File: config.mk
export PLATFORM = sky130hd
export DESIGN_NAME = pee_queue
export DESIGN_NICKNAME = d
export VERILOG_FILES = /design/src/sv/pee_pkg.sv /design/src/sv/pee_queue.sv
export SDC_FILE = /design/constraint.sdc
export NUM_CORES = 1
export LEC_CHECK = 0
export BUFFER_PORTS_ARGS = -buffer_cell sky130_fd_sc_hd__buf_4
export CELL_PAD_IN_SITES_DETAIL_PLACEMENT = 0
export CELL_PAD_IN_SITES_GLOBAL_PLACEMENT = 2
export CORE_MARGIN = 2
export CORE_UTILIZATION = 33
export DETAILED_ROUTE_END_ITERATION = 16
export HOLD_SLACK_MARGIN = 0.1
export PLACE_DENSITY_LB_ADDON = 0.1
export SLEW_MARGIN = 20
export SYNTH_ARGS = -nofsm -noshare
export SYNTH_HDL_FRONTEND = slang
export SYNTH_SLANG_ARGS = --single-unit
File: constraint.sdc
create_clock -name clk -period 2.11 [get_ports clk]
set_clock_uncertainty 0.15 [all_clocks]
set_input_delay 0.211 -clock clk [delete_from_list [all_inputs] [get_ports clk]]
set_output_delay 0.211 -clock clk [all_outputs]
set_load 0.05 [all_outputs]
File: src/sv/pee_pkg.sv
// ----------------------------------------------------------------------------
// pee_pkg
// Types and character codes for the postfix expression evaluator.
// ----------------------------------------------------------------------------
package pee_pkg;

  typedef struct packed {
    logic [7:0] symbol;
    logic       last;
  } in_item_t;

  typedef struct packed {
    logic signed [31:0] result;
    logic [1:0]         status;
  } out_item_t;

  localparam logic [1:0] FAULT_NONE      = 2'd0;
  localparam logic [1:0] FAULT_OVERFLOW  = 2'd1;
  localparam logic [1:0] FAULT_UNDERFLOW = 2'd2;
  localparam logic [1:0] FAULT_DIVZERO   = 2'd3;

  localparam logic [7:0] CH_PLUS  = 8'h2B;
  localparam logic [7:0] CH_MINUS = 8'h2D;
  localparam logic [7:0] CH_MUL   = 8'h2A;
  localparam logic [7:0] CH_DIV   = 8'h2F;
  localparam logic [7:0] CH_POW   = 8'h5E;
  localparam logic [7:0] CH_ZERO  = 8'h30;
  localparam logic [7:0] CH_NINE  = 8'h39;

  typedef enum logic [2:0] {
    OP_ADD = 3'd0,
    OP_SUB = 3'd1,
    OP_MUL = 3'd2,
    OP_DIV = 3'd3,
    OP_POW = 3'd4
  } op_t;

  // Classified command from the front to the back.
  typedef struct packed {
    logic        push;     // push the number first
    logic [31:0] number;
    logic        do_op;
    op_t         op;
    logic        fin;
  } cmd_t;

endpackage

File: src/sv/pee_queue.sv
// ----------------------------------------------------------------------------
// pee_queue
// Two-entry command queue between front and back.
// ----------------------------------------------------------------------------
module pee_queue import pee_pkg::*; (
  input  logic clk,
  input  logic rst,
  input  logic wr_valid,
  output logic wr_stall,
  input  cmd_t wr_data,
  output logic rd_valid,
  input  logic rd_stall,
  output cmd_t rd_data
);

  cmd_t       mem [2];
  logic       wp, rp;
  logic [1:0] cnt;
  logic       wr, rd;

  assign wr_stall = (cnt == 2'd2);
  assign rd_valid = (cnt != 2'd0);
  assign rd_data  = mem[rp];
  assign wr = wr_valid && !wr_stall;
  assign rd = rd_valid && !rd_stall;

  always_ff @(posedge clk) begin
    if (wr) mem[wp] <= wr_data;
  end

  always_ff @(posedge clk) begin
    if (rst) begin
      wp  <= 1'b0;
      rp  <= 1'b0;
      cnt <= '0;
    end else begin
      if (wr) wp <= ~wp;
      if (rd) rp <= ~rp;
      cnt <= cnt + {1'b0, wr} - {1'b0, rd};
    end
  end

endmodule

==> results by group <==
Run status
  • Result of the run: finished, final reports clean

Power and ir drop
  • Worst IR drop on VDD: 0.000520 V
  • Switching share of power: 34.5%
  • Share of total power in sequential cells: 39.0%
  • Post-route total power: 5350 uW
  • Leakage component of the power: 0.00168 uW
  • Switching power of the nets: 1850 uW
  • Cell-internal power: 3510 uW
  • Relative contribution of the clock network to total power: 24.6%
  • Cell Pwr Density: 1210 nW/um2
  • Proportion of power drawn by combinational gates: 36.4%

STA
  • Worst-Margin Slew: 0.384 ns
  • Post-route setup TNS: 0 ns
  • Final Slew Violations: 0
  • Final Cycle Share: 93.7%
  • Maximum clock frequency: 0.506 GHz
  • Setup repair after global routing missed its margin: false
  • Final Hold Fails: 0
  • Worst slew margin: 74.4%
  • Setup Viol. Count Final: 0
  • Minimum clock period after layout: 1.98 ns

Route
  • Total vias in the final route: 1723
  • Post-detailed-routing wire length: 5730 um
  • Detailed-router iteration count before antenna repair: 4
  • Detailed-route DRC error count: 0
  • Routed wire per std cell: 14.6 um
  • Vias per Instance: 4.40
  • Antenna viol nets, final: 0
  • Detailed Route Iter0 Violations: 57

Final layout
  • Share of layout cells above drive strength 1: 50.0%
  • Most common cell after layout, fill and taps aside: sky130_fd_sc_hd__buf_4
  • Final standard cell count with taps included and fillers excluded: 392
  • Layout Nets: 323
  • Combined area of the multi-input logic cells: 546 um2
  • Final standard cell area without fillers: 4410 um2
  • Antenna diode count: 0
  • Fill count: 737
  • Sequential standard cell area: 2380 um2
  • Synthesis-to-layout area growth: 47.9%
  • Most frequent cells in the layout: sky130_fd_sc_hd__buf_4, sky130_fd_sc_hd__edfxtp_1, sky130_fd_sc_hd__dlygate4sd3_1

Placed design
  • Cell Area, Placed: 3760 um2
  • Placed wire-length estimate: 3760 um
  • Instance count after placement with tap cells included: 335
  • # port buffers: 81
  • Final RePlAce weighted congestion: 0.758

Setup path
  • Crit Path Category: reg -> out
  • Startpoint type of the worst setup path: register
  • Worst-path cell with the longest stage delay: sky130_fd_sc_hd__dfxtp_2
  • Ordered cell list for the critical path: buf_4, mux2_2, buf_4
  • Largest stage delay on the critical path: 0.50 ns
  • CP Data Arrival Time: 1.62 ns
  • Crit-path most repeated cell: sky130_fd_sc_hd__buf_4
  • Critical path endpoint category: output port
  • Top fanout value on the critical path: 10
  • Data required, critical path: 1.75 ns

Global routing
  • Overall Global Routing Usage: 12.5%
  • Antenna violations before repair: 0
  • Global-route wire length before repair: 9360 um
  • Largest net degree at the start of global routing: 39
  • Vias in the first global route: 1951
  • Aggregate global routing overflow: 0

Logic synthesis
  • Post-synthesis cell type count: 19
  • Share of cell area taken by muxes after synthesis: 14.4%
  • Post-synthesis share of cell area spent on and, or, nand and nor gates: 1.64%
  • Synth Register Bits: 81
  • Xor/xnor cell area share of the yosys netlist: 0.588%
  • Average instance area after synthesis: 20.4 um2
  • Share of synthesized cell area in full adder, half adder and majority cells: 0.840%
  • Post-Synthesis Net Count: 190
  • Largest family of logic cells by synthesized area: multiplexers
  • Number of standard cells after synthesis: 146
  • Complex-gate fraction of the synthesized area: 0.840%
  • Number of warnings issued by yosys: 0
  • Fraction of the yosys area taken by sequential cells: 79.9%
  • Synthesized area: 2980 um2

Die
  • Horizontal die dimension: 99.0 um
  • Die Footprint: 9810 um2
  • Die H: 99.0 um
  • Starting Density: 34.2%
  • Top Ports: 82
  • Number of placement rows: 34
  • CORE AREA: 8720 um2

Clocking
  • Clock latency on the worst-skew pair: 0.33 ns
  • TritonCTS buffer count: 9
  • Total number of H-tree levels: 3
  • TritonCTS Sinks: 81
  • CTS clock-pin slew for the worst setup and hold paths: 0.07 ns
  • Root buffer cell: sky130_fd_sc_hd__clkbuf_8
  • Clock buffer depth: 2
  • Clock tree from TritonCTS: done
  • Number of setup buffers added after CTS: 0

Run
  • Maximum capacitance violations: 0

Min path
  • Worst hold path class: in -> reg
-- worst max-delay path: cells and delay by family, from the launching register on --
kind     cells  cell delay, ns
flops        1            0.50
buf+inv      2            0.42
mux          1            0.35
-- per-layer routing --
layer  wire length [um]  up-vias  GRT usage [%]
li1                   -      829              -
met5                  0        -              0
met1               2360      828           14.7
met3                344        9           3.40
met2               2940       57           21.4
met4                 85        0           5.37
-- synthesized netlist by cell type (all sizes together) --
cell type	count	area share, %
xnor2	1	0.29
nor2	3	0.38
dfxtp	5	3.4
buf	4	1.2
nand2b	1	0.29
edfxtp	76	77
o21ai	2	0.34
mux2	38	14
nand2	1	0.13
nor2b	1	0.21
inv	5	0.63
xor2	1	0.29
and3	1	0.21
ha	2	0.84
or3	2	0.42
a21oi	3	0.50
-- power by group through the flow --
stage / Combinational (uW) / Sequential, uW / Clock (uW)
global placement: 1880 / 2120 / 0
floorplan: 1360 / 2090 / 0
finish: 1950 / 2090 / 1320
detailed placement: 1910 / 2130 / 0
global route: 2060 / 2120 / 1420
CTS: 1980 / 2090 / 1350
-- final timing paths --
| kind | from | endpoint | slack, ns | cells after the start |
|---|---|---|---|---|
| worst min-delay path | wr_valid | wp | 0.14 | 4 |
| worst max register to register | cnt[0] | mem[0][2] | 0.39 | 5 |
| worst max-delay path | register | rd_data[20] | 0.13 | 3 |
| worst min register to register | wp | wp | 0.35 | 2 |
-- layout make-up --
cell class                 count  share of cell area (%)
clock inverter                 5                    2.36
timing repair buffer         126                    24.6
multi-input combinational     56                    12.4
inverter                       5                   0.511
sequential                    81                    54.1
tap                          108                    3.07
clock buffer                  11                    2.98
-- stage by stage --
step | hold slack (ns) | utilization, % | worst slack [ns]
finish | 0.137 | 50.5 | 0.133
global route | 0.181 | 50.5 | 0.0339
CTS | 0.133 | 50.5 | 0.0840
detailed placement | 0.250 | 43.1 | 0.393
global placement | 0.247 | 43.1 | 0.433
floorplan | 0.130 | - | 0.121
-- cell families after synthesis --
kind of cell / Yosys count
flops: 81
xor+xnor: 2
buf+inv: 9
mux: 38
simple gates: 9
fa+ha+maj: 2
compound gates: 5
-- flip-flops by register name (all words and copies together) (netlist names), named ones only --
register,count
mem,76
cnt,2
rp,1
wp,1
-- what timing repair did --
item / in CTS / in global routing
hold buffers: 41 / 0
resized for setup: 0 / 0
hold endpoints to repair: 81 / 0
Power figures use the tool's default switching activity.
