==> config.mk <==
export PLATFORM = sky130hd
export DESIGN_NAME = pee_back
export DESIGN_NICKNAME = d
export VERILOG_FILES = /design/src/sv/pee_pkg.sv /design/src/sv/pee_back.sv
export SDC_FILE = /design/constraint.sdc
export NUM_CORES = 2
export LEC_CHECK = 0
export BUFFER_PORTS_ARGS = -buffer_cell sky130_fd_sc_hd__buf_4
export CAP_MARGIN = 10
export CORE_MARGIN = 5
export CORE_UTILIZATION = 25
export DETAILED_ROUTE_END_ITERATION = 12
export REMOVE_ABC_BUFFERS = 1
export SLEW_MARGIN = 20
export SYNTH_ARGS = -nofsm -noshare
export SYNTH_HDL_FRONTEND = slang
export SYNTH_SLANG_ARGS = --single-unit
==> constraint.sdc <==
create_clock -name clk -period 12.8 [get_ports clk]
set_input_delay 1.92 -clock clk [delete_from_list [all_inputs] [get_ports clk]]
set_output_delay 1.92 -clock clk [all_outputs]
set_load 0.05 [all_outputs]
==> src/sv/pee_pkg.sv <==
// ----------------------------------------------------------------------------
// pee_pkg
// Types and character codes for the postfix expression evaluator.
// ----------------------------------------------------------------------------
package pee_pkg;

  typedef struct packed {
    logic [7:0] symbol;
    logic       last;
  } in_item_t;

  typedef struct packed {
    logic signed [31:0] result;
    logic [1:0]         status;
  } out_item_t;

  localparam logic [1:0] FAULT_NONE      = 2'd0;
  localparam logic [1:0] FAULT_OVERFLOW  = 2'd1;
  localparam logic [1:0] FAULT_UNDERFLOW = 2'd2;
  localparam logic [1:0] FAULT_DIVZERO   = 2'd3;

  localparam logic [7:0] CH_PLUS  = 8'h2B;
  localparam logic [7:0] CH_MINUS = 8'h2D;
  localparam logic [7:0] CH_MUL   = 8'h2A;
  localparam logic [7:0] CH_DIV   = 8'h2F;
  localparam logic [7:0] CH_POW   = 8'h5E;
  localparam logic [7:0] CH_ZERO  = 8'h30;
  localparam logic [7:0] CH_NINE  = 8'h39;

  typedef enum logic [2:0] {
    OP_ADD = 3'd0,
    OP_SUB = 3'd1,
    OP_MUL = 3'd2,
    OP_DIV = 3'd3,
    OP_POW = 3'd4
  } op_t;

  // Classified command from the front to the back.
  typedef struct packed {
    logic        push;     // push the number first
    logic [31:0] number;
    logic        do_op;
    op_t         op;
    logic        fin;
  } cmd_t;

endpackage

==> src/sv/pee_back.sv <==
// ----------------------------------------------------------------------------
// pee_back
// Executes commands on the value stack; shared iterative mul/div/pow unit.
// ----------------------------------------------------------------------------
module pee_back import pee_pkg::*; #(
  parameter int STACK_DEPTH = 64
) (
  input  logic      clk,
  input  logic      rst,
  input  logic      cmd_valid,
  output logic      cmd_stall,
  input  cmd_t      cmd,
  output logic      out_valid,
  input  logic      out_stall,
  output out_item_t out_data
);

  localparam int AW = $clog2(STACK_DEPTH);
  localparam int CW = $clog2(STACK_DEPTH + 1);
  localparam logic [CW-1:0] FULL = CW'(STACK_DEPTH);

  typedef enum logic [10:0] {
    S_IDLE  = 11'b00000000001,
    S_PUSHN = 11'b00000000010,
    S_POP1  = 11'b00000000100,
    S_POP1W = 11'b00000001000,
    S_POP2  = 11'b00000010000,
    S_POP2W = 11'b00000100000,
    S_CALC  = 11'b00001000000,
    S_ITER  = 11'b00010000000,
    S_PUSHR = 11'b00100000000,
    S_FINP  = 11'b01000000000,
    S_OUT   = 11'b10000000000
  } state_t;

  state_t      state, state_next;
  logic [31:0] mem [STACK_DEPTH];
  logic [31:0] rdata;
  logic [CW-1:0] count;
  logic [1:0]  fault;
  cmd_t        cur;
  logic [31:0] rhs, lhs, res;
  logic [31:0] a, b, acc, rem;
  logic [5:0]  step;
  logic        qneg;
  logic        mem_we;
  logic [AW-1:0] mem_wa, mem_ra;
  logic [31:0] mem_wd;

  always_ff @(posedge clk) begin
    if (mem_we) mem[mem_wa] <= mem_wd;
    rdata <= mem[mem_ra];
  end

  logic [CW-1:0] cm1;
  assign cm1 = count - CW'(1);
  assign mem_ra = cm1[AW-1:0];

  logic   accept;
  assign  cmd_stall = (state != S_IDLE);
  assign  accept = cmd_valid && (state == S_IDLE);
  // first S_OUT cycle loads the popped value; the beat is offered from the next
  assign  out_valid = (state == S_OUT) && !cur.fin;
  assign  out_data.result = res;
  assign  out_data.status = fault;

  function automatic logic [1:0] raise(input logic [1:0] f, input logic [1:0] code);
    raise = (f == FAULT_NONE) ? code : f;
  endfunction

  logic [32:0] trial;
  assign trial = {rem[31:0], a[31]} - {1'b0, b};

  always_comb begin
    mem_we = 1'b0;
    mem_wa = count[AW-1:0];
    mem_wd = cur.number;
    if (state == S_PUSHN && count != FULL) mem_we = 1'b1;
    if (state == S_PUSHR && count != FULL) begin
      mem_we = 1'b1;
      mem_wd = res;
    end
  end

  always_ff @(posedge clk) begin
    if (rst) begin
      state <= S_IDLE;
      count <= '0;
      fault <= FAULT_NONE;
    end else begin
      unique case (state)
        S_IDLE: if (accept) begin
          cur <= cmd;
          if (cmd.push) state <= S_PUSHN;
          else if (cmd.do_op) state <= S_POP1;
          else state <= S_FINP;
        end
        S_PUSHN: begin
          if (count == FULL) fault <= raise(fault, FAULT_OVERFLOW);
          else count <= count + CW'(1);
          state <= cur.do_op ? S_POP1 : (cur.fin ? S_FINP : S_IDLE);
        end
        S_POP1: state <= S_POP1W;
        S_POP1W: begin
          if (count == '0) begin
            rhs <= 32'hFFFF_FFFF;
            fault <= raise(fault, FAULT_UNDERFLOW);
          end else begin
            rhs <= rdata;
            count <= cm1;
          end
          state <= S_POP2;
        end
        S_POP2: state <= S_POP2W;
        S_POP2W: begin
          if (count == '0) begin
            lhs <= 32'hFFFF_FFFF;
            fault <= raise(fault, FAULT_UNDERFLOW);
          end else begin
            lhs <= rdata;
            count <= cm1;
          end
          state <= S_CALC;
        end
        S_CALC: begin
          step  <= '0;
          state <= S_ITER;
          acc   <= 32'd1;
          rem   <= '0;
          unique case (cur.op)
            OP_ADD: begin res <= lhs + rhs; state <= S_PUSHR; end
            OP_SUB: begin res <= lhs - rhs; state <= S_PUSHR; end
            OP_MUL: begin a <= lhs; b <= rhs; acc <= '0; end
            OP_DIV: begin
              if (rhs == '0) begin
                res   <= '0;
                fault <= raise(fault, FAULT_DIVZERO);
                state <= S_PUSHR;
              end else begin
                a    <= lhs[31] ? -lhs : lhs;
                b    <= rhs[31] ? -rhs : rhs;
                qneg <= lhs[31] ^ rhs[31];
              end
            end
            OP_POW: begin
              if (rhs[31]) begin res <= 32'd1; state <= S_PUSHR; end
              else begin a <= lhs; b <= rhs; end
            end
            default: state <= S_PUSHR;
          endcase
        end
        S_ITER: begin
          step <= step + 6'd1;
          unique case (cur.op)
            OP_MUL: begin
              // shift-add, one multiplier bit per cycle
              if (b[0]) acc <= acc + a;
              a <= a << 1;
              b <= b >> 1;
              if (step == 6'd31) begin
                res   <= b[0] ? acc + a : acc;
                state <= S_PUSHR;
              end
            end
            OP_DIV: begin
              // restoring division, quotient bits shift into a
              if (!trial[32]) begin
                rem <= trial[31:0];
                a   <= {a[30:0], 1'b1};
              end else begin
                rem <= {rem[30:0], a[31]};
                a   <= {a[30:0], 1'b0};
              end
              if (step == 6'd31) begin
                res   <= qneg ? -{a[30:0], !trial[32]} : {a[30:0], !trial[32]};
                state <= S_PUSHR;
              end
            end
            default: begin
              // power: 31 square-and-multiply steps using 32x32 multiplies
              if (b[0]) acc <= acc * a;
              a <= a * a;
              b <= b >> 1;
              if (step == 6'd30) begin
                res   <= b[0] ? acc * a : acc;
                state <= S_PUSHR;
              end
            end
          endcase
        end
        S_PUSHR: begin
          if (count == FULL) fault <= raise(fault, FAULT_OVERFLOW);
          else count <= count + CW'(1);
          state <= cur.fin ? S_FINP : S_IDLE;
        end
        S_FINP: state <= S_OUT;
        S_OUT: begin
          if (count == '0) begin
            res <= 32'hFFFF_FFFF;
            fault <= raise(fault, FAULT_UNDERFLOW);
          end else begin
            res <= rdata;
          end
          state <= S_OUT;
          cur.fin <= 1'b0;
          if (!cur.fin && !out_stall) begin
            state <= S_IDLE;
            count <= '0;
            fault <= FAULT_NONE;
          end
        end
        default: state <= S_IDLE;
      endcase
    end
  end

endmodule

==> results.yml <==
floorplanning:
  die_height_um: 725
  chipWidth_um: 725
  start_util_pct: 25.1
  rows: 262
  dieArea_um2: 525000
  io-pin-count: 78
  core_um2: 509000
synthesis:
  ys_types: 98
  synthArstFlopShare_pct: 0
  syn_area_per_cell_um2: 15.2
  yosys.area.top_type: "edfxtp_1"
  synth_commonest_cells: "edfxtp_1 (2316), inv_1 (944), fa_1 (778)"
  syn-cell-area_um2: 128000
  synth_area_leaders: "edfxtp_1 (54%), fa_1 (12%), mux4_2 (12%), ha_1 (3.4%), inv_1 (2.8%)"
  yosysWarnings: 0
  synthCells: 8419
  synth-edff-count: 2316
  yosysMostFrequentCell: "edfxtp_1"
  synthDominantCellAreaShare_pct: 54.5
  synth_seq_area_share_pct: 55.3
  synth_flop_cell: "edfxtp_1"
  synth.ff_latch_count: 2368
finish:
  layout.nets: 9708
  multiInputGateArea_um2: 52600
  final_area_um2: 145000
  drive_above_1_share_pct: 16.8
  seqCellArea_um2: 70600
  num-fill-cells: 50734
  area_growth_pct: 13.6
placement:
  gp_congestion: 0.869
  place_area_um2: 137000
  detailedPlace.worstSlack_ns: 4.36
  hpwl_um: 236000
  port-buffer-count: 77
setup_path:
  rr_endpoint: "a[31]"
  crit_arrival_ns: 9.10
  cp-end-kind: "flip-flop"
  startpoint_type: "flip-flop"
  setup.worst_path.class: "flip-flop to flip-flop"
  r2r_start: "a[10]"
  rr_worst_depth: 27
  cp.required_ns: 13.38
  path_max_fanout: 44
  r2r_setup_slack_ns: 4.28
sta:
  timing.final.crit_period_ns: 8.52
  fin_ws_ns: 4.28
  finalClockSkew_ns: 0.115
  setup_viol: 0
  finalSetupTns_ns: 0
  finalHoldViolCount: 0
  period_share_pct: 66.5
  worst_pin_slew_ns: 1.12
  drv_slew: 0
  rsz0062_at_grt: "no"
  fmax_mhz: 117
  maxSlewHeadroom_pct: 25.0
clocking:
  cts.htree.levels: 4
  hold_buffers: 0
  clockBufferDepth: 4
  cts.root.buffer_cell: "clkbuf_16"
  cts_tree: "done"
  postCtsSetupRepairBufs: 0
  clk_transition_reported_paths_ns: 0.06
  insertion_delay_ns: 0.93
  cts_sinks: 2368
  cts_resized: 0
  cts_buffers: 242
routing:
  dr.first_iter.drc_count: 7603
  vias: 72377
  first_pass_iters: 6
  viasPerCell: 4.67
  drt-total-wl_um: 370000
  drtAntennaViolNets: 0
  wire_per_inst_um: 23.9
  drc: 0
min_path:
  min_to: "lhs[3]"
  holdPathStages: 2
  min_path_type: "flip-flop to flip-flop"
  min_from: "rdata[3]"
pwr:
  pwr-share-seq_pct: 51.6
  comb_power_share_pct: 6.6
  leakagePower_nw: 50.4
  ir_drop_mv: 0.138
  switchingPower_w: 0.00373
  p_int_w: 0.0129
  powerDensity_nw_per_um2: 115
  swShare_pct: 22.4
  power_w: 0.0167
  clock_power_share_pct: 41.8
global_route:
  grt_usage_pct: 13.8
  grt_pass1_vias: 74379
  grt_max_degree: 147
  grt_remaining_overflow: 0
  antenna_found_initial: 30
  grt_pass1_wl_um: 536000
run_status:
  status: "finished, final reports clean"
job:
  maxCapViolations: 0
## critical path: stages (launching register included)
cell and delay, ns:
edfxtp_1 0.33, buf_4 0.59, clkinv_1 0.69, nor2_1 0.41, fa_1 0.49, ha_1 0.31
a21o_1 0.18, fa_1 0.54, inv_1 0.06, fa_1 0.48, inv_1 0.06, fa_1 0.45
ha_1 0.28, inv_1 0.05, fa_1 0.45, fa_1 0.50, inv_1 0.04, ha_1 0.34
nand2_1 0.11, o211ai_1 0.19, a211oi_1 0.09, o21bai_1 0.27, a41oi_1 0.20, a21oi_1 0.53
nand4_1 0.16, nand3_1 0.11, o311a_1 0.23, o22ai_1 0.10
## how the worst max path moves through the flow
stage | from | endpoint
after floorplan | count[0] | rdata[0]
after global placement | a[4] | res[28]
after detailed placement | a[10] | a[28]
after CTS | a[10] | a[28]
after global routing | a[10] | a[31]
final | a[10] | a[31]
## stage by stage
| step | hold slack (ns) | std cells | util [%] |
|---|---|---|---|
| floorplan | 0.483 | 8002 | - |
| global placement | 0.505 | 15025 | 27.0 |
| detailed placement | 0.513 | 15025 | 27.0 |
| CTS | 0.527 | 15469 | 28.5 |
| global route | 0.567 | 15470 | 28.5 |
| finish | 0.527 | 15483 | 28.5 |
## power groups by stage
stage	Clock, W	Combinational (W)	Sequential [W]
finish	0.00695	0.00110	0.00860
global route	0.00741	0.00115	0.00859
CTS	0.00708	0.00111	0.00860
detailed placement	0	0.00111	0.00876
global placement	0	0.00111	0.00876
floorplan	0	0.000880	0.00877
## sequential cells by signal, summed over array words and instances (netlist names), 32 cells and up
signal / count
a: 32
acc: 32
b: 32
cur: 37
lhs: 32
mem: 2048
rdata: 32
rem: 32
res: 32
rhs: 32
## layer usage
layer	GRT usage (%)	up-vias	part of all wire (%)
li1	-	30738	-
met4	4.50	8	3.6
met5	0	-	0.013
met1	19.5	38116	43
met3	2.50	590	8.1
met2	21.4	2925	45
## logic make-up after synthesis
family / share of synthesized area, %
buffers and inverters: 4.08
XOR/XNOR: 2.25
multiplexers: 12.3
flip-flops: 55.3
AO/OA/AOI/OAI: 4.04
AND/OR/NAND/NOR: 6.48
adder cells (fa/ha/maj): 15.6
## cell usage in the layout, fill, tap and decap left out, types with 247 or more instances in the layout
cell type  count
nor2_1       276
fa_1         778
buf_4        286
nand2_1      617
inv_1        944
edfxtp_1    2316
clkbuf_16    247
mux4_2       672
and2_1       409
ha_1         350
## layout make-up
type	count	share of cell area, %
flip-flops and latches	2368	48.6
clock inverters	142	0.867
well taps	6732	5.80
clock buffers	302	4.45
multi-input cells	4684	36.2
diodes	14	0.0241
repair buffers	291	1.55
inverters	950	2.46
No activity file was read; power rests on OpenSTA's default activity.
