$ cat config.mk
export PLATFORM = sky130hd
export DESIGN_NAME = pee_front
export DESIGN_NICKNAME = d
export VERILOG_FILES = /design/src/sv/pee_pkg.sv /design/src/sv/pee_front.sv
export SDC_FILE = /design/constraint.sdc
export NUM_CORES = 1
export LEC_CHECK = 0
export BUFFER_PORTS_ARGS = -buffer_cell sky130_fd_sc_hd__buf_4
export CORE_MARGIN = 1.5
export CORE_UTILIZATION = 55
export CTS_BUF_LIST = sky130_fd_sc_hd__clkbuf_8
export CTS_CLUSTER_SIZE = 10
export DETAILED_ROUTE_END_ITERATION = 8
export MAX_ROUTING_LAYER = met4
export PLACE_DENSITY = 0.77
export SLEW_MARGIN = 15
export SYNTH_ARGS = -nofsm -noshare
export SYNTH_HDL_FRONTEND = slang
export SYNTH_SLANG_ARGS = --single-unit
export TNS_END_PERCENT = 20
$ cat constraint.sdc
create_clock -name clk -period 6.9 [get_ports clk]
set_input_delay 1.035 -clock clk [delete_from_list [all_inputs] [get_ports clk]]
set_output_delay 1.035 -clock clk [all_outputs]
set_load 0.01 [all_outputs]
$ cat src/sv/pee_pkg.sv
// ----------------------------------------------------------------------------
// pee_pkg
// Types and character codes for the postfix expression evaluator.
// ----------------------------------------------------------------------------
package pee_pkg;

  typedef struct packed {
    logic [7:0] symbol;
    logic       last;
  } in_item_t;

  typedef struct packed {
    logic signed [31:0] result;
    logic [1:0]         status;
  } out_item_t;

  localparam logic [1:0] FAULT_NONE      = 2'd0;
  localparam logic [1:0] FAULT_OVERFLOW  = 2'd1;
  localparam logic [1:0] FAULT_UNDERFLOW = 2'd2;
  localparam logic [1:0] FAULT_DIVZERO   = 2'd3;

  localparam logic [7:0] CH_PLUS  = 8'h2B;
  localparam logic [7:0] CH_MINUS = 8'h2D;
  localparam logic [7:0] CH_MUL   = 8'h2A;
  localparam logic [7:0] CH_DIV   = 8'h2F;
  localparam logic [7:0] CH_POW   = 8'h5E;
  localparam logic [7:0] CH_ZERO  = 8'h30;
  localparam logic [7:0] CH_NINE  = 8'h39;

  typedef enum logic [2:0] {
    OP_ADD = 3'd0,
    OP_SUB = 3'd1,
    OP_MUL = 3'd2,
    OP_DIV = 3'd3,
    OP_POW = 3'd4
  } op_t;

  // Classified command from the front to the back.
  typedef struct packed {
    logic        push;     // push the number first
    logic [31:0] number;
    logic        do_op;
    op_t         op;
    logic        fin;
  } cmd_t;

endpackage

$ cat src/sv/pee_front.sv
// ----------------------------------------------------------------------------
// pee_front
// Accepts characters, builds digit runs and emits classified commands.
// ----------------------------------------------------------------------------
module pee_front import pee_pkg::*; (
  input  logic     clk,
  input  logic     rst,
  input  logic     in_valid,
  output logic     in_stall,
  input  in_item_t in_data,
  output logic     cmd_valid,
  input  logic     cmd_stall,
  output cmd_t     cmd
);

  logic [31:0] acc;
  logic        in_number;
  logic        is_digit;
  logic [31:0] acc10;
  cmd_t        c;

  assign is_digit = (in_data.symbol >= CH_ZERO) && (in_data.symbol <= CH_NINE);
  assign acc10 = (acc << 3) + (acc << 1) + {24'd0, in_data.symbol - CH_ZERO};

  always_comb begin
    c.push   = in_number && (!is_digit || in_data.last);
    c.number = acc;
    c.do_op  = 1'b0;
    c.op     = OP_ADD;
    c.fin    = in_data.last;
    if (is_digit) begin
      c.number = acc10;
      c.push   = in_data.last;
    end else begin
      case (in_data.symbol)
        CH_PLUS:  begin c.do_op = 1'b1; c.op = OP_ADD; end
        CH_MINUS: begin c.do_op = 1'b1; c.op = OP_SUB; end
        CH_MUL:   begin c.do_op = 1'b1; c.op = OP_MUL; end
        CH_DIV:   begin c.do_op = 1'b1; c.op = OP_DIV; end
        CH_POW:   begin c.do_op = 1'b1; c.op = OP_POW; end
        default:  ;
      endcase
    end
  end

  // digits that neither push nor finish produce no command
  logic need;
  assign need = c.push || c.do_op || c.fin;
  assign in_stall = need && cmd_stall;
  assign cmd_valid = in_valid && need;
  assign cmd = c;

  always_ff @(posedge clk) begin
    if (rst) begin
      acc       <= '0;
      in_number <= 1'b0;
    end else if (in_valid && !in_stall) begin
      if (in_data.last) begin
        acc       <= '0;
        in_number <= 1'b0;
      end else if (is_digit) begin
        acc       <= acc10;
        in_number <= 1'b1;
      end else begin
        acc       <= '0;
        in_number <= 1'b0;
      end
    end
  end

endmodule

==> impl_results.html <==
<table>
<tr><th>Metric</th><th>Value</th></tr>
<tr><th colspan="2">Drt</th></tr>
<tr><td>Antenna viol nets, final</td><td>0</td></tr>
<tr><td>First-pass iteration count of the detailed router</td><td>5</td></tr>
<tr><td>Highest signal layer in the routed design</td><td>met4</td></tr>
<tr><td>Average routed wire per standard cell</td><td>16.6 um</td></tr>
<tr><td>Met3 layer wire length in the routed design</td><td>481 um</td></tr>
<tr><td>DRT met1 WL</td><td>4970 um</td></tr>
<tr><td>First DRT Iteration DRCs</td><td>252</td></tr>
<tr><td>Routed vias</td><td>3617</td></tr>
<tr><td>Detailed-routed wire length on met2</td><td>4470 um</td></tr>
<tr><td>Post-detailed-route DRC marker count</td><td>0</td></tr>
<tr><td>Total wire length after detailed routing</td><td>10000 um</td></tr>
<tr><td>Via-to-Cell Ratio</td><td>6.00</td></tr>
<tr><th colspan="2">Clocking</th></tr>
<tr><td>H-tree levels</td><td>2</td></tr>
<tr><td>Clock tree from TritonCTS</td><td>yes</td></tr>
<tr><td>Insertion delay to the later sink of the worst-skew pair</td><td>0.29 ns</td></tr>
<tr><td>Root Buffer Master</td><td>sky130_fd_sc_hd__clkbuf_8</td></tr>
<tr><td>CTS clk-pin slew, worst paths</td><td>0.07 ns</td></tr>
<tr><td>CTS resizes</td><td>0</td></tr>
<tr><td>Number of buffers created by CTS</td><td>5</td></tr>
<tr><td>Post-CTS setup buffer count</td><td>0</td></tr>
<tr><td>TritonCTS Sinks</td><td>33</td></tr>
<tr><td>Count of hold-fix buffers inserted at cts</td><td>0</td></tr>
<tr><td>Maximum clock path buffer count</td><td>2</td></tr>
<tr><th colspan="2">Synthesis</th></tr>
<tr><td>Yosys warning count</td><td>0</td></tr>
<tr><td>Synthesis-stage register bit count</td><td>33</td></tr>
<tr><td>Most frequent cell after synthesis</td><td>sky130_fd_sc_hd__ha_1</td></tr>
<tr><td>Leading cell types by total area after synthesis</td><td>sky130_fd_sc_hd__ha_1, sky130_fd_sc_hd__dfxtp_1, sky130_fd_sc_hd__mux2_2, sky130_fd_sc_hd__a21oi_1, sky130_fd_sc_hd__xnor2_1</td></tr>
<tr><td>Async SR Flop Fraction</td><td>0%</td></tr>
<tr><td>Part of the Yosys area used for sequential elements</td><td>16.9%</td></tr>
<tr><td>Number of enable-type register cells in the synthesized netlist</td><td>0</td></tr>
<tr><td>Cells after Synth</td><td>465</td></tr>
<tr><td>Net count of the mapped netlist</td><td>541</td></tr>
<tr><td>Cell area after synthesis</td><td>0.00392 mm^2</td></tr>
<tr><td>Leading post-synthesis cells by instance count</td><td>sky130_fd_sc_hd__ha_1, sky130_fd_sc_hd__a21oi_1, sky130_fd_sc_hd__nand2_1, sky130_fd_sc_hd__dfxtp_1, sky130_fd_sc_hd__nor2_1</td></tr>
<tr><td>Average size of a mapped cell</td><td>8.43 um^2</td></tr>
<tr><td>Dominant synthesized flop cell</td><td>sky130_fd_sc_hd__dfxtp_1</td></tr>
<tr><td>Cell taking the most area after synthesis</td><td>sky130_fd_sc_hd__ha_1</td></tr>
<tr><td>Unique masters post-synth</td><td>65</td></tr>
<tr><td>Area share of the largest cell type after synthesis</td><td>18.2%</td></tr>
<tr><th colspan="2">STA</th></tr>
<tr><td>Worst-Margin Slew</td><td>1.00 ns</td></tr>
<tr><td>Number of pins exceeding their max-slew limit in the final report</td><td>0</td></tr>
<tr><td>Maximum operating frequency</td><td>191 MHz</td></tr>
<tr><td>Post-route minimum period</td><td>5.24 ns</td></tr>
<tr><td>Endpoints failing hold</td><td>0</td></tr>
<tr><td>Slew headroom</td><td>32.9%</td></tr>
<tr><td>Maximum clock skew at final layout</td><td>0.00908 ns</td></tr>
<tr><td>Unrepaired setup endpoints after global routing</td><td>no</td></tr>
<tr><td>Setup violations, final</td><td>0</td></tr>
<tr><td>Least setup slack across all paths after layout</td><td>1.66 ns</td></tr>
<tr><td>Final TNS setup</td><td>0 ns</td></tr>
<tr><td>Ratio of final minimum period to clock period</td><td>75.9%</td></tr>
<tr><th colspan="2">Layout</th></tr>
<tr><td>Area growth from synthesis to final layout</td><td>12.3%</td></tr>
<tr><td>Fin nets</td><td>582</td></tr>
<tr><td>Share of final-layout standard cells stronger than drive strength 1</td><td>21.1%</td></tr>
<tr><td>Number of diodes added for antenna fixing</td><td>0</td></tr>
<tr><td>Number of non-filler instances in the completed layout</td><td>603</td></tr>
<tr><td>Finished Core Util</td><td>64.4%</td></tr>
<tr><td>Total non-filler cell area in the finished layout</td><td>0.00440 mm^2</td></tr>
<tr><th colspan="2">Power and ir drop</th></tr>
<tr><td>Maximum ir drop on the vdd rail</td><td>74.8 uV</td></tr>
<tr><td>Leak pwr</td><td>2.06 nW</td></tr>
<tr><td>Cell Pwr Density</td><td>99.1 mW/mm^2</td></tr>
<tr><th colspan="2">Critical path</th></tr>
<tr><td>Highest-delay cell along the critical path</td><td>sky130_fd_sc_hd__fa_1</td></tr>
<tr><td>Crit Path Max Fanout</td><td>6</td></tr>
<tr><td>Data arrival time of the critical path</td><td>4.20 ns</td></tr>
<tr><td>Cell count of the worst reg-to-reg path</td><td>10</td></tr>
<tr><td>Crit Path Category</td><td>in2out</td></tr>
<tr><td>Largest stage delay on the critical path</td><td>0.46 ns</td></tr>
<tr><td>Reg-to-reg slack, setup</td><td>3.87 ns</td></tr>
<tr><td>Element type at the critical path end</td><td>primary output</td></tr>
<tr><td>Worst path cell trace</td><td>buf_4 &gt; ha_1 &gt; xnor2_1 &gt; fa_1 &gt; ha_1 &gt; nand3_1 &gt; o211ai_2 &gt; a211oi_2 &gt; o21ai_1 &gt; a41oi_1 &gt; xnor2_1 &gt; mux2_2 &gt; buf_4</td></tr>
<tr><td>Critical path launch point type</td><td>primary input</td></tr>
<tr><td>End of the worst register-to-register path</td><td>acc[30]</td></tr>
<tr><td>Data required, critical path</td><td>5.86 ns</td></tr>
<tr><td>Launch point of the worst reg-to-reg path</td><td>acc[0]</td></tr>
<tr><th colspan="2">Hold path</th></tr>
<tr><td>Hold WC Path Type</td><td>reg2reg</td></tr>
<tr><td>End of the worst hold path</td><td>acc[31]</td></tr>
<tr><td>Cells on Worst Hold Path</td><td>1</td></tr>
<tr><td>Hold path startpoint</td><td>acc[31]</td></tr>
<tr><th colspan="2">Floorplan</th></tr>
<tr><td>Placeable core region</td><td>0.00683 mm^2</td></tr>
<tr><td>Vertical die dimension</td><td>87.4 um</td></tr>
<tr><td>Total die area</td><td>0.00764 mm^2</td></tr>
<tr><td>I/O pin count</td><td>53</td></tr>
<tr><td>Std-Cell Rows</td><td>30</td></tr>
<tr><td>Die extent in x</td><td>87.4 um</td></tr>
<tr><td>Starting density of the core</td><td>57.4%</td></tr>
<tr><th colspan="2">Flow run</th></tr>
<tr><td>MaxCap Viol Count</td><td>0</td></tr>
<tr><th colspan="2">Global routing</th></tr>
<tr><td>Number of antenna violations at the first check in global routing</td><td>0</td></tr>
<tr><td>Global-route wire length before repair</td><td>16800 um</td></tr>
<tr><td>Largest net degree at the start of global routing</td><td>49</td></tr>
<tr><td>Global-route congestion overflow total</td><td>0</td></tr>
<tr><td>Total Routing Usage GR</td><td>28.1%</td></tr>
<tr><td>Via count of the first global-routing pass</td><td>3408</td></tr>
<tr><th colspan="2">Placement</th></tr>
<tr><td># port buffers</td><td>52</td></tr>
<tr><td>Cells after DPL</td><td>595</td></tr>
<tr><td>DP Wirelength</td><td>7790 um</td></tr>
<tr><td>Instance area at placement</td><td>0.00429 mm^2</td></tr>
<tr><td>GP Congestion</td><td>0.972</td></tr>
<tr><td>Placement Setup Slack</td><td>1.70 ns</td></tr>
<tr><th colspan="2">Status</th></tr>
<tr><td>Run status</td><td>finished, final reports clean</td></tr>
</table>
-- power by group --
| group | switching (W) | internal [W] | total, W |
|---|---|---|---|
| combinational | 0.0000302 | 0.0000193 | 0.0000495 |
| sequential | 0.000000262 | 0.000190 | 0.000191 |
| clock | 0.0000798 | 0.000116 | 0.000196 |
| total | 0.000110 | 0.000326 | 0.000436 |
-- cells in the final DEF (no fill, tap or decap), drive strengths merged, types with 4 or more instances in the layout --
master,n
nor3,11
nor2,34
xor2,11
a21oi,50
o21ai,34
a211oi,4
xnor2,22
ha,57
o21a,6
nand4,5
inv,13
clkbuf,6
fa,6
o41ai,4
mux2,23
or2,4
dfxtp,33
buf,54
nand2b,6
a22o,17
nand2,45
nand3,15
-- cells by family (layout without fill, tap and decap cells) --
| logic type | count (synthesis) | in the layout | synth area share [%] |
|---|---|---|---|
| adder cells (fa/ha/maj) | 63 | 63 | 21.3 |
| AND/OR/NAND/NOR | 143 | 143 | 18.2 |
| XOR/XNOR | 33 | 33 | 7.38 |
| AO/OA/AOI/OAI | 138 | 138 | 24.4 |
| buffers and inverters | 32 | 74 | 5.27 |
| multiplexers | 23 | 23 | 6.61 |
| flip-flops | 33 | 33 | 16.9 |
-- how the worst max path moves through the flow --
stage,startpoint,endpoint,slack [ns],cells after the start
5_1_grt,in_data[5],cmd[30],1.46,13
2_1_floorplan,in_data[5],cmd[31],2.24,11
3_5_place_dp,in_data[5],cmd[30],1.70,13
3_3_place_gp,in_data[5],cmd[31],1.79,13
4_1_cts,in_data[5],cmd[30],1.68,13
6_report,in_data[5],cmd[30],1.66,13
-- worst max-delay path, delay by kind of cell --
family / cells / cell delay, ns
buffers and inverters: 2 / 0.27
xor gates and xnor gates: 2 / 0.40
AOI/OAI and AO/OA: 4 / 0.95
muxes: 1 / 0.28
adders and majority gates: 3 / 1.12
and+or+nand+nor: 1 / 0.15
-- cell type report --
cell class / instances / area, um^2
Multi-Input combinational cell: 400 / 3050
Fill cell: 640 / 2430
Sequential cell: 33 / 661
Timing Repair Buffer: 54 / 405
Tap cell: 96 / 120
Clock buffer: 6 / 82.6
Inverter: 12 / 45.0
Clock inverter: 2 / 33.8
-- registers in the layout, indices dropped and copies added (netlist names) --
register / cells
acc: 32
in_number: 1
-- metal layers --
layer | up-vias | track usage, %
met3 | 10 | 3.60
met2 | 111 | 43.6
met5 | - | -
met1 | 1698 | 39.1
li1 | 1798 | -
met4 | 0 | 5.48
-- through the flow --
step / hold WS [ns] / power [W]
floorplan: 0.443 / 0.000227
global placement: 0.455 / 0.000243
detailed placement: 0.471 / 0.000244
CTS: 0.489 / 0.000439
global route: 0.509 / 0.000450
finish: 0.487 / 0.000436
Note: power is estimated with default switching activity, not from simulation.
